[src/hw/rtl/sfr_pkg.sv]
`timescale 1ns / 1ps

package sfr_pkg;

    localparam int MAX_FRAME_BYTES = 512;
    localparam int CNT_W           = $clog2(MAX_FRAME_BYTES + 1);
    localparam int HEADER_BYTES    = 8;
    localparam int IDX_W           = 9;
    localparam int POS_W           = 17;

    localparam logic [7:0]  START_BYTE = 8'h68;
    localparam logic [7:0]  TAIL_BYTE  = 8'h10;
    localparam logic [15:0] ALL_ONES   = 16'hFFFF;

    typedef enum logic [1:0] {
        KIND_PAYLOAD  = 2'd0,
        KIND_END_GOOD = 2'd1,
        KIND_END_BAD  = 2'd2,
        KIND_OVERFLOW = 2'd3
    } t_kind;

    typedef struct packed {
        t_kind             result_kind;
        logic [7:0]        payload_byte;
        logic [IDX_W-1:0]  payload_index;
        logic [7:0]        command;
        logic [7:0]        read_write;
        logic [7:0]        status_reply;
        logic [15:0]       received_checksum;
        logic [IDX_W-1:0]  payload_length;
        logic              checksum_ok;
    } t_result;

    // inverted ones-complement sum of the two header words
    function automatic logic [15:0] header_checksum(
        input logic [7:0] command,
        input logic [7:0] read_write,
        input logic [7:0] status
    );
        logic [16:0] sum;
        logic [15:0] folded;
        sum    = {1'b0, START_BYTE, command} + {1'b0, read_write, status};
        folded = sum[15:0] + {15'd0, sum[16]};
        return folded ^ ALL_ONES;
    endfunction

endpackage

[src/hw/rtl/sfr_deframer.sv]
`timescale 1ns / 1ps

module sfr_deframer (
    input  logic              i_clk,
    input  logic              i_rst_n,
    input  logic              i_accept,
    input  logic [7:0]        i_rx_byte,
    input  logic              i_chk_en,
    output logic              o_res_valid,
    output sfr_pkg::t_result  o_res
);

    logic [sfr_pkg::CNT_W-1:0] r_byte_count;
    logic [sfr_pkg::CNT_W-1:0] n_byte_count;
    logic [7:0]                r_command;
    logic [7:0]                r_read_write;
    logic [7:0]                r_status;
    logic [15:0]               r_checksum;
    logic [15:0]               r_length;

    logic [sfr_pkg::CNT_W-1:0] count_inc;
    logic [sfr_pkg::POS_W-1:0] end_pos;
    logic [sfr_pkg::CNT_W-1:0] index_full;
    logic                      in_body;
    logic                      at_end;
    logic                      at_limit;
    logic                      chk_ok;
    sfr_pkg::t_result          hdr;

    assign count_inc  = r_byte_count + 1'b1;
    assign end_pos    = sfr_pkg::POS_W'(sfr_pkg::HEADER_BYTES + 1) + {1'b0, r_length};
    assign index_full = count_inc - sfr_pkg::CNT_W'(sfr_pkg::HEADER_BYTES + 1);
    assign in_body    = r_byte_count >= sfr_pkg::CNT_W'(sfr_pkg::HEADER_BYTES);
    assign at_end     = {{(sfr_pkg::POS_W - sfr_pkg::CNT_W){1'b0}}, count_inc} == end_pos;
    assign at_limit   = count_inc >= sfr_pkg::CNT_W'(sfr_pkg::MAX_FRAME_BYTES);
    assign chk_ok     = !i_chk_en ||
                        (sfr_pkg::header_checksum(r_command, r_read_write, r_status)
                         == r_checksum);

    always_comb begin
        hdr                   = '0;
        hdr.command           = r_command;
        hdr.read_write        = r_read_write;
        hdr.status_reply      = r_status;
        hdr.received_checksum = r_checksum;
        hdr.payload_length    = r_length[sfr_pkg::IDX_W-1:0];
        hdr.checksum_ok       = chk_ok;
    end

    always_comb begin
        o_res_valid  = 1'b0;
        o_res        = '0;
        n_byte_count = r_byte_count;
        if (r_byte_count == '0) begin
            if (i_rx_byte == sfr_pkg::START_BYTE) begin
                n_byte_count = sfr_pkg::CNT_W'(1);
            end
        end else if (!in_body) begin
            n_byte_count = count_inc;
        end else if (at_end) begin
            o_res_valid       = 1'b1;
            o_res             = hdr;
            o_res.result_kind = (i_rx_byte == sfr_pkg::TAIL_BYTE) ?
                                sfr_pkg::KIND_END_GOOD : sfr_pkg::KIND_END_BAD;
            n_byte_count      = '0;
        end else if (at_limit) begin
            o_res_valid       = 1'b1;
            o_res             = hdr;
            o_res.result_kind = sfr_pkg::KIND_OVERFLOW;
            n_byte_count      = '0;
        end else begin
            o_res_valid         = 1'b1;
            o_res.result_kind   = sfr_pkg::KIND_PAYLOAD;
            o_res.payload_byte  = i_rx_byte;
            o_res.payload_index = index_full[sfr_pkg::IDX_W-1:0];
            n_byte_count        = count_inc;
        end
    end

    always_ff @(posedge i_clk) begin
        if (!i_rst_n) begin
            r_byte_count <= '0;
            r_command    <= '0;
            r_read_write <= '0;
            r_status     <= '0;
            r_checksum   <= '0;
            r_length     <= '0;
        end else if (i_accept) begin
            r_byte_count <= n_byte_count;
            if (r_byte_count != '0 && !in_body) begin
                unique case (r_byte_count)
                    sfr_pkg::CNT_W'(1): r_command    <= i_rx_byte;
                    sfr_pkg::CNT_W'(2): r_read_write <= i_rx_byte;
                    sfr_pkg::CNT_W'(3): r_status     <= i_rx_byte;
                    sfr_pkg::CNT_W'(4): r_checksum   <= {i_rx_byte, 8'd0};
                    sfr_pkg::CNT_W'(5): r_checksum   <= {r_checksum[15:8], i_rx_byte};
                    sfr_pkg::CNT_W'(6): r_length     <= {i_rx_byte, 8'd0};
                    sfr_pkg::CNT_W'(7): r_length     <= {r_length[15:8], i_rx_byte};
                    default: ;
                endcase
            end
        end
    end

endmodule

[src/hw/rtl/sfr_out_reg.sv]
`timescale 1ns / 1ps

module sfr_out_reg (
    input  logic              i_clk,
    input  logic              i_rst_n,
    input  logic              i_load,
    input  logic              i_load_valid,
    input  sfr_pkg::t_result  i_data,
    input  logic              i_stall,
    output logic              o_busy,
    output logic              o_valid,
    output sfr_pkg::t_result  o_data
);

    logic             r_valid;
    sfr_pkg::t_result r_data;

    // full and held by downstream
    assign o_busy  = r_valid && i_stall;
    assign o_valid = r_valid;
    assign o_data  = r_data;

    always_ff @(posedge i_clk) begin
        if (!i_rst_n) begin
            r_valid <= 1'b0;
        end else if (!o_busy) begin
            r_valid <= i_load && i_load_valid;
        end
    end

    always_ff @(posedge i_clk) begin
        if (!o_busy && i_load && i_load_valid) begin
            r_data <= i_data;
        end
    end

endmodule

[src/hw/rtl/serial_frame_receiver_top.sv]
`timescale 1ns / 1ps

// serial frame receiver: finds 0x68-headed, length-prefixed frames in a byte stream
// rx channel: i_rx_valid / o_rx_stall carry one received byte per transaction
// result channel: o_res_valid / i_res_stall carry one result per transaction,
//   either a payload byte with its index, a frame end (good or bad tail) with the
//   header fields and checksum flag, or an overflow abort with the header fields
// header bytes and bytes outside a frame produce no result
// cfg channel: i_cfg_valid / o_cfg_ready writes checksum_check_enable, always ready;
//   write it only while no frame byte is in flight
// output: a result is registered and presented in the cycle after the byte that caused it is taken
// throughput: one byte per cycle while the receiver takes every result
// receiver stall: while the output register holds a result and i_res_stall is high,
//   o_rx_stall is raised and the held result stays unchanged
// reset (synchronous, active low): hunts for a start byte, output empty,
//   checksum checking enabled
module serial_frame_receiver_top (
    input  logic        i_clk,
    input  logic        i_rst_n,
    input  logic        i_rx_valid,
    output logic        o_rx_stall,
    input  logic [7:0]  i_rx_byte,
    input  logic        i_cfg_valid,
    output logic        o_cfg_ready,
    input  logic        i_cfg_data,
    output logic        o_res_valid,
    input  logic        i_res_stall,
    output logic [1:0]  o_result_kind,
    output logic [7:0]  o_payload_byte,
    output logic [8:0]  o_payload_index,
    output logic [7:0]  o_command,
    output logic [7:0]  o_read_write,
    output logic [7:0]  o_status_reply,
    output logic [15:0] o_received_checksum,
    output logic [8:0]  o_payload_length,
    output logic        o_checksum_ok
);

    logic             r_chk_en;
    logic             rx_accept;
    logic             busy;
    logic             df_valid;
    sfr_pkg::t_result df_res;
    sfr_pkg::t_result out_res;

    assign o_cfg_ready = 1'b1;
    assign o_rx_stall  = busy;
    assign rx_accept   = i_rx_valid && !busy;

    always_ff @(posedge i_clk) begin
        if (!i_rst_n) begin
            r_chk_en <= 1'b1;
        end else if (i_cfg_valid && o_cfg_ready) begin
            r_chk_en <= i_cfg_data;
        end
    end

    sfr_deframer u_deframer (
        .i_clk       (i_clk),
        .i_rst_n     (i_rst_n),
        .i_accept    (rx_accept),
        .i_rx_byte   (i_rx_byte),
        .i_chk_en    (r_chk_en),
        .o_res_valid (df_valid),
        .o_res       (df_res)
    );

    sfr_out_reg u_out_reg (
        .i_clk        (i_clk),
        .i_rst_n      (i_rst_n),
        .i_load       (rx_accept),
        .i_load_valid (df_valid),
        .i_data       (df_res),
        .i_stall      (i_res_stall),
        .o_busy       (busy),
        .o_valid      (o_res_valid),
        .o_data       (out_res)
    );

    assign o_result_kind       = out_res.result_kind;
    assign o_payload_byte      = out_res.payload_byte;
    assign o_payload_index     = out_res.payload_index;
    assign o_command           = out_res.command;
    assign o_read_write        = out_res.read_write;
    assign o_status_reply      = out_res.status_reply;
    assign o_received_checksum = out_res.received_checksum;
    assign o_payload_length    = out_res.payload_length;
    assign o_checksum_ok       = out_res.checksum_ok;

endmodule
[config.mk]
export PLATFORM = sky130hd
export DESIGN_NAME = serial_frame_receiver_top
export DESIGN_NICKNAME = d
export VERILOG_FILES = /design/src/hw/rtl/sfr_pkg.sv /design/src/hw/rtl/sfr_deframer.sv /design/src/hw/rtl/sfr_out_reg.sv /design/src/hw/rtl/serial_frame_receiver_top.sv
export SDC_FILE = /design/constraint.sdc
export NUM_CORES = 1
export LEC_CHECK = 0
export BUFFER_PORTS_ARGS = -buffer_cell sky130_fd_sc_hd__buf_2
export CAP_MARGIN = 25
export CELL_PAD_IN_SITES_DETAIL_PLACEMENT = 1
export CELL_PAD_IN_SITES_GLOBAL_PLACEMENT = 1
export CORE_MARGIN = 10
export CORE_UTILIZATION = 36
export DETAILED_ROUTE_END_ITERATION = 6
export PLACE_DENSITY_LB_ADDON = 0.1
export SLEW_MARGIN = 40
export SYNTH_ARGS = -nofsm -noshare
export SYNTH_HDL_FRONTEND = slang
export SYNTH_SLANG_ARGS = --single-unit
[constraint.sdc]
create_clock -name i_clk -period 11.8 [get_ports i_clk]
set_input_delay 0 -clock i_clk [delete_from_list [all_inputs] [get_ports i_clk]]
set_output_delay 0 -clock i_clk [all_outputs]
set_load 0.02 [all_outputs]
==> results_dict.tcl <==
set metrics [dict create \
    synth-seq-cells 137 \
    core-area_mm2 0.0204 \
    final_util 0.430 \
    startpoint "u_deframer.r_command[0]$_SDFFE_PN0P_" \
    hp-start "i_rx_byte[5]" \
    max_stage_delay_ns 0.57 \
    hold_depth 3 \
    n_fill_cell 2307 \
    die_area_mm2 0.0270 \
    place_hpwl_um 16400 \
    io_buffer_count 84 \
    ios 86 \
    ff2ff_setup_slack_ns 6.78 \
    h-tree-depth 4 \
    status "complete, no violations" \
    period_minus_slack_ns 5.02 \
    path_clk_slew_ns 0.06 \
    vdd_drop_max_v 0.0000852 \
    hold_path_class "in2reg" \
    p_per_area_mw_per_mm2 117 \
    fmax_ghz 0.199 \
    rr_endpoint "u_out_reg.o_data[0]$_SDFFCE_PN0P_" \
    initial_core_util 0.368 \
    crit_slowest_cell "or4b_1" \
    hold_viol 0 \
    synth_seq_area_share 0.459 \
    clockBufferDepth 2 \
    die_width_um 164 \
    drc_errors 0 \
    rsz0062_at_grt "no" \
    via_count 5971 \
    path_class "reg2reg" \
    cts_buffers 17 \
    placed_cell_area_mm2 0.00811 \
    tightest_slew_ns 0.737 \
    synth_nets 794 \
    cts.sinks 137 \
    cp.required_ns 11.97 \
    skew_ns 0.00922 \
    grt_pass1_wl_um 35500 \
    crit_family "simple AND/OR/NAND/NOR gates" \
    design_area_mm2 0.00876 \
    fin_tns_setup_ns 0 \
    place.gp.congestion 0.884 \
    area_growth_pct 17.1 \
    die_y_um 164 \
    drv_cap 0 \
    crit_chain "ha_1, inv_1, fa_1, nand2b_1, a211oi_2, o211ai_1, and2_1, o21ai_0, o21a_1, ha_1, ha_1, nand2_1, nor3_1, nand3_1, or4b_1, or3_1, and3_1, o2111ai_1, o31ai_2" \
    yosysWarnings 0 \
    cpMostUsedCell "ha_1" \
    syn_inst 764 \
    path_depth 19 \
    grt_pass1_vias 6246 \
    syn_area_mm2 0.00748 \
    cts-root-buf "clkbuf_16" \
    avgSynthCellArea_um2 9.80 \
    viasPerCell 5.32 \
    max_slew_margin 0.505 \
    dr.pass1.iters 4 \
    setup_violations 0 \
    drt_iter0_markers 288 \
    diodes 0 \
    crit_arrival_ns 5.19 \
    grt_util_all_layers 0.169 \
    reg2regPathDepth 19 \
    synth_top_flop_cell "edfxtp_1" \
    rr_startpoint "u_deframer.r_command[0]$_SDFFE_PN0P_" \
    rows 52 \
    drive_above_1_share 0.158 \
    clock_latency_ns 0.42 \
    final_nets 869 \
    end_kind "flip-flop" \
    cp_num_buf_inv 1 \
    min_to "u_deframer.r_command[5]$_SDFFE_PN0P_" \
    cts_tree "done" \
    grt_max_degree 71 \
    synth-edff-count 69 \
    antenna_found_initial 0 \
    p_leak_nw 3.08 \
    crit_path_start_kind "flip-flop" \
    synthArstFlopShare 0 \
    synth_cell_types 71 \
    path_max_fanout 7 \
    finalMaxSlewViolations 0 \
    wl_per_cell_um 20.1 \
    ant_nets 0 \
    layout_worst_path_cycle_share 0.425 \
    wirelength_um 22500 \
    overflow 0 \
]
## metrics by stage
| stage | total power [mW] | hold WS (ns) | cells | setup WS, ns |
|---|---|---|---|---|
| 5_1_grt | 1.06 | 0.00258 | 1122 | 6.47 |
| 2_1_floorplan | 0.516 | 0.128 | 764 | 7.58 |
| 3_3_place_gp | 0.523 | 0.216 | 1080 | 7.17 |
| 4_1_cts | 1.04 | 0.00163 | 1122 | 6.83 |
| 6_report | 1.03 | 0.00862 | 1122 | 6.78 |
| 3_5_place_dp | 0.523 | 0.243 | 1081 | 6.89 |
## per-layer routing
| metal | up-vias | global-route usage | share of wire |
|---|---|---|---|
| met2 | 128 | 0.264 | 0.45 |
| met5 | - | 0 | 0 |
| li1 | 2881 | - | - |
| met1 | 2954 | 0.229 | 0.49 |
| met4 | 0 | 0.0366 | 0.0057 |
| met3 | 8 | 0.0433 | 0.056 |
## area by class of cell
class	instances	area (µm²)	share of cell area
multi-input cells	568	3800	0.434
flip-flops and latches	137	3430	0.392
repair buffers	99	562	0.0641
clock buffers	17	425	0.0485
well taps	270	338	0.0385
clock inverters	15	140	0.0160
inverters	16	60.1	0.00685
## worst max-delay path by stage
stage               slack (ns)                           endpoint
floorplan                 7.58  u_out_reg.o_data[0]$_SDFFCE_PN0P_
global placement          7.17  u_out_reg.o_data[0]$_SDFFCE_PN0P_
detailed placement        6.89  u_out_reg.o_data[0]$_SDFFCE_PN0P_
CTS                       6.83  u_out_reg.o_data[0]$_SDFFCE_PN0P_
global route              6.47  u_out_reg.o_data[0]$_SDFFCE_PN0P_
finish                    6.78  u_out_reg.o_data[0]$_SDFFCE_PN0P_
## worst min-delay path, stage by stage
cell and delay (ns):
buf_2 0.21, nand2_1 0.09, a21boi_0 0.07
## synth_stat cells, types with 7 or more instances
library cell / n / share of area
nor4_1: 13 / 0.011
and2_1: 79 / 0.066
a22oi_1: 21 / 0.021
o21ai_0: 12 / 0.0080
o211ai_1: 8 / 0.0080
a211oi_1: 7 / 0.0070
a21oi_1: 14 / 0.0094
ha_1: 15 / 0.025
nand4_1: 9 / 0.0075
xor2_1: 14 / 0.016
nand2_1: 91 / 0.046
inv_1: 16 / 0.0080
nor2_1: 18 / 0.0090
a21boi_0: 30 / 0.030
or3_1: 8 / 0.0067
nand2b_1: 10 / 0.0084
mux2i_1: 21 / 0.028
nand3_1: 24 / 0.016
clkbuf_1: 29 / 0.015
nor2b_1: 39 / 0.033
and3_1: 10 / 0.0084
nor3_1: 10 / 0.0067
edfxtp_1: 69 / 0.28
dfxtp_1: 68 / 0.18
xnor2_1: 33 / 0.039
## logic make-up (layout without fill, tap and decap cells)
group                    count (synthesis)  after routing  share of synthesized area
XOR/XNOR                                49             49                     0.0603
AO/OA/AOI/OAI                          143            143                      0.143
other                                    1              1                   0.000501
adder cells (fa/ha/maj)                 16             16                     0.0278
flip-flops                             137            137                      0.459
multiplexers                            22             22                     0.0296
AND/OR/NAND/NOR                        337            337                      0.246
buffers and inverters                   59            147                     0.0343
## report_power, final
| group | switching, mW | internal, mW |
|---|---|---|
| registers | 0.000166 | 0.495 |
| logic | 0.0119 | 0.00751 |
| clock network | 0.221 | 0.293 |
| total | 0.233 | 0.796 |
## cell usage in the layout (no fill, tap or decap), types with 5 or more instances in the layout
master          n
a211o_1         5
xnor2_1        33
nand2_1        91
nor3b_1         5
o211ai_1        8
nor2_1         16
dfxtp_1        68
edfxtp_1       69
clkinvlp_4      5
o21ai_0        12
o2111ai_1       5
nand3_1        24
a21oi_1        14
or3_1           8
o21ai_1         5
clkbuf_16      17
dlygate4sd3_1   9
buf_4           6
and3_1         10
and2_1         79
nand4_1         9
ha_1           15
a22oi_1        21
inv_1          16
a21boi_0       30
nand2b_1       10
a211oi_1        7
mux2i_1        21
inv_6           5
a21o_1          5
nor2b_1        39
buf_2          83
nor3_1         10
a31oi_1         5
nor4_1         13
xor2_1         14
## registers in the layout (all words and copies together), names as in the netlist
name	flops
u_out_reg.o_data	69
u_deframer.r_read_write	8
u_deframer.r_command	8
u_deframer.r_status	8
u_deframer.r_length	16
u_out_reg.o_valid	1
r_chk_en	1
u_deframer.r_byte_count	10
u_deframer.r_checksum	16
## what timing repair did
| item | 4_1_cts | 5_1_grt |
|---|---|---|
| gates resized for setup | 0 | 0 |
| hold buffers | 9 | 0 |
| endpoints found under the setup margin | 0 | 0 |
| buffers inserted | 0 | 0 |
| hold endpoints to repair | 17 | 0 |
Power figures use the tool's default switching activity.
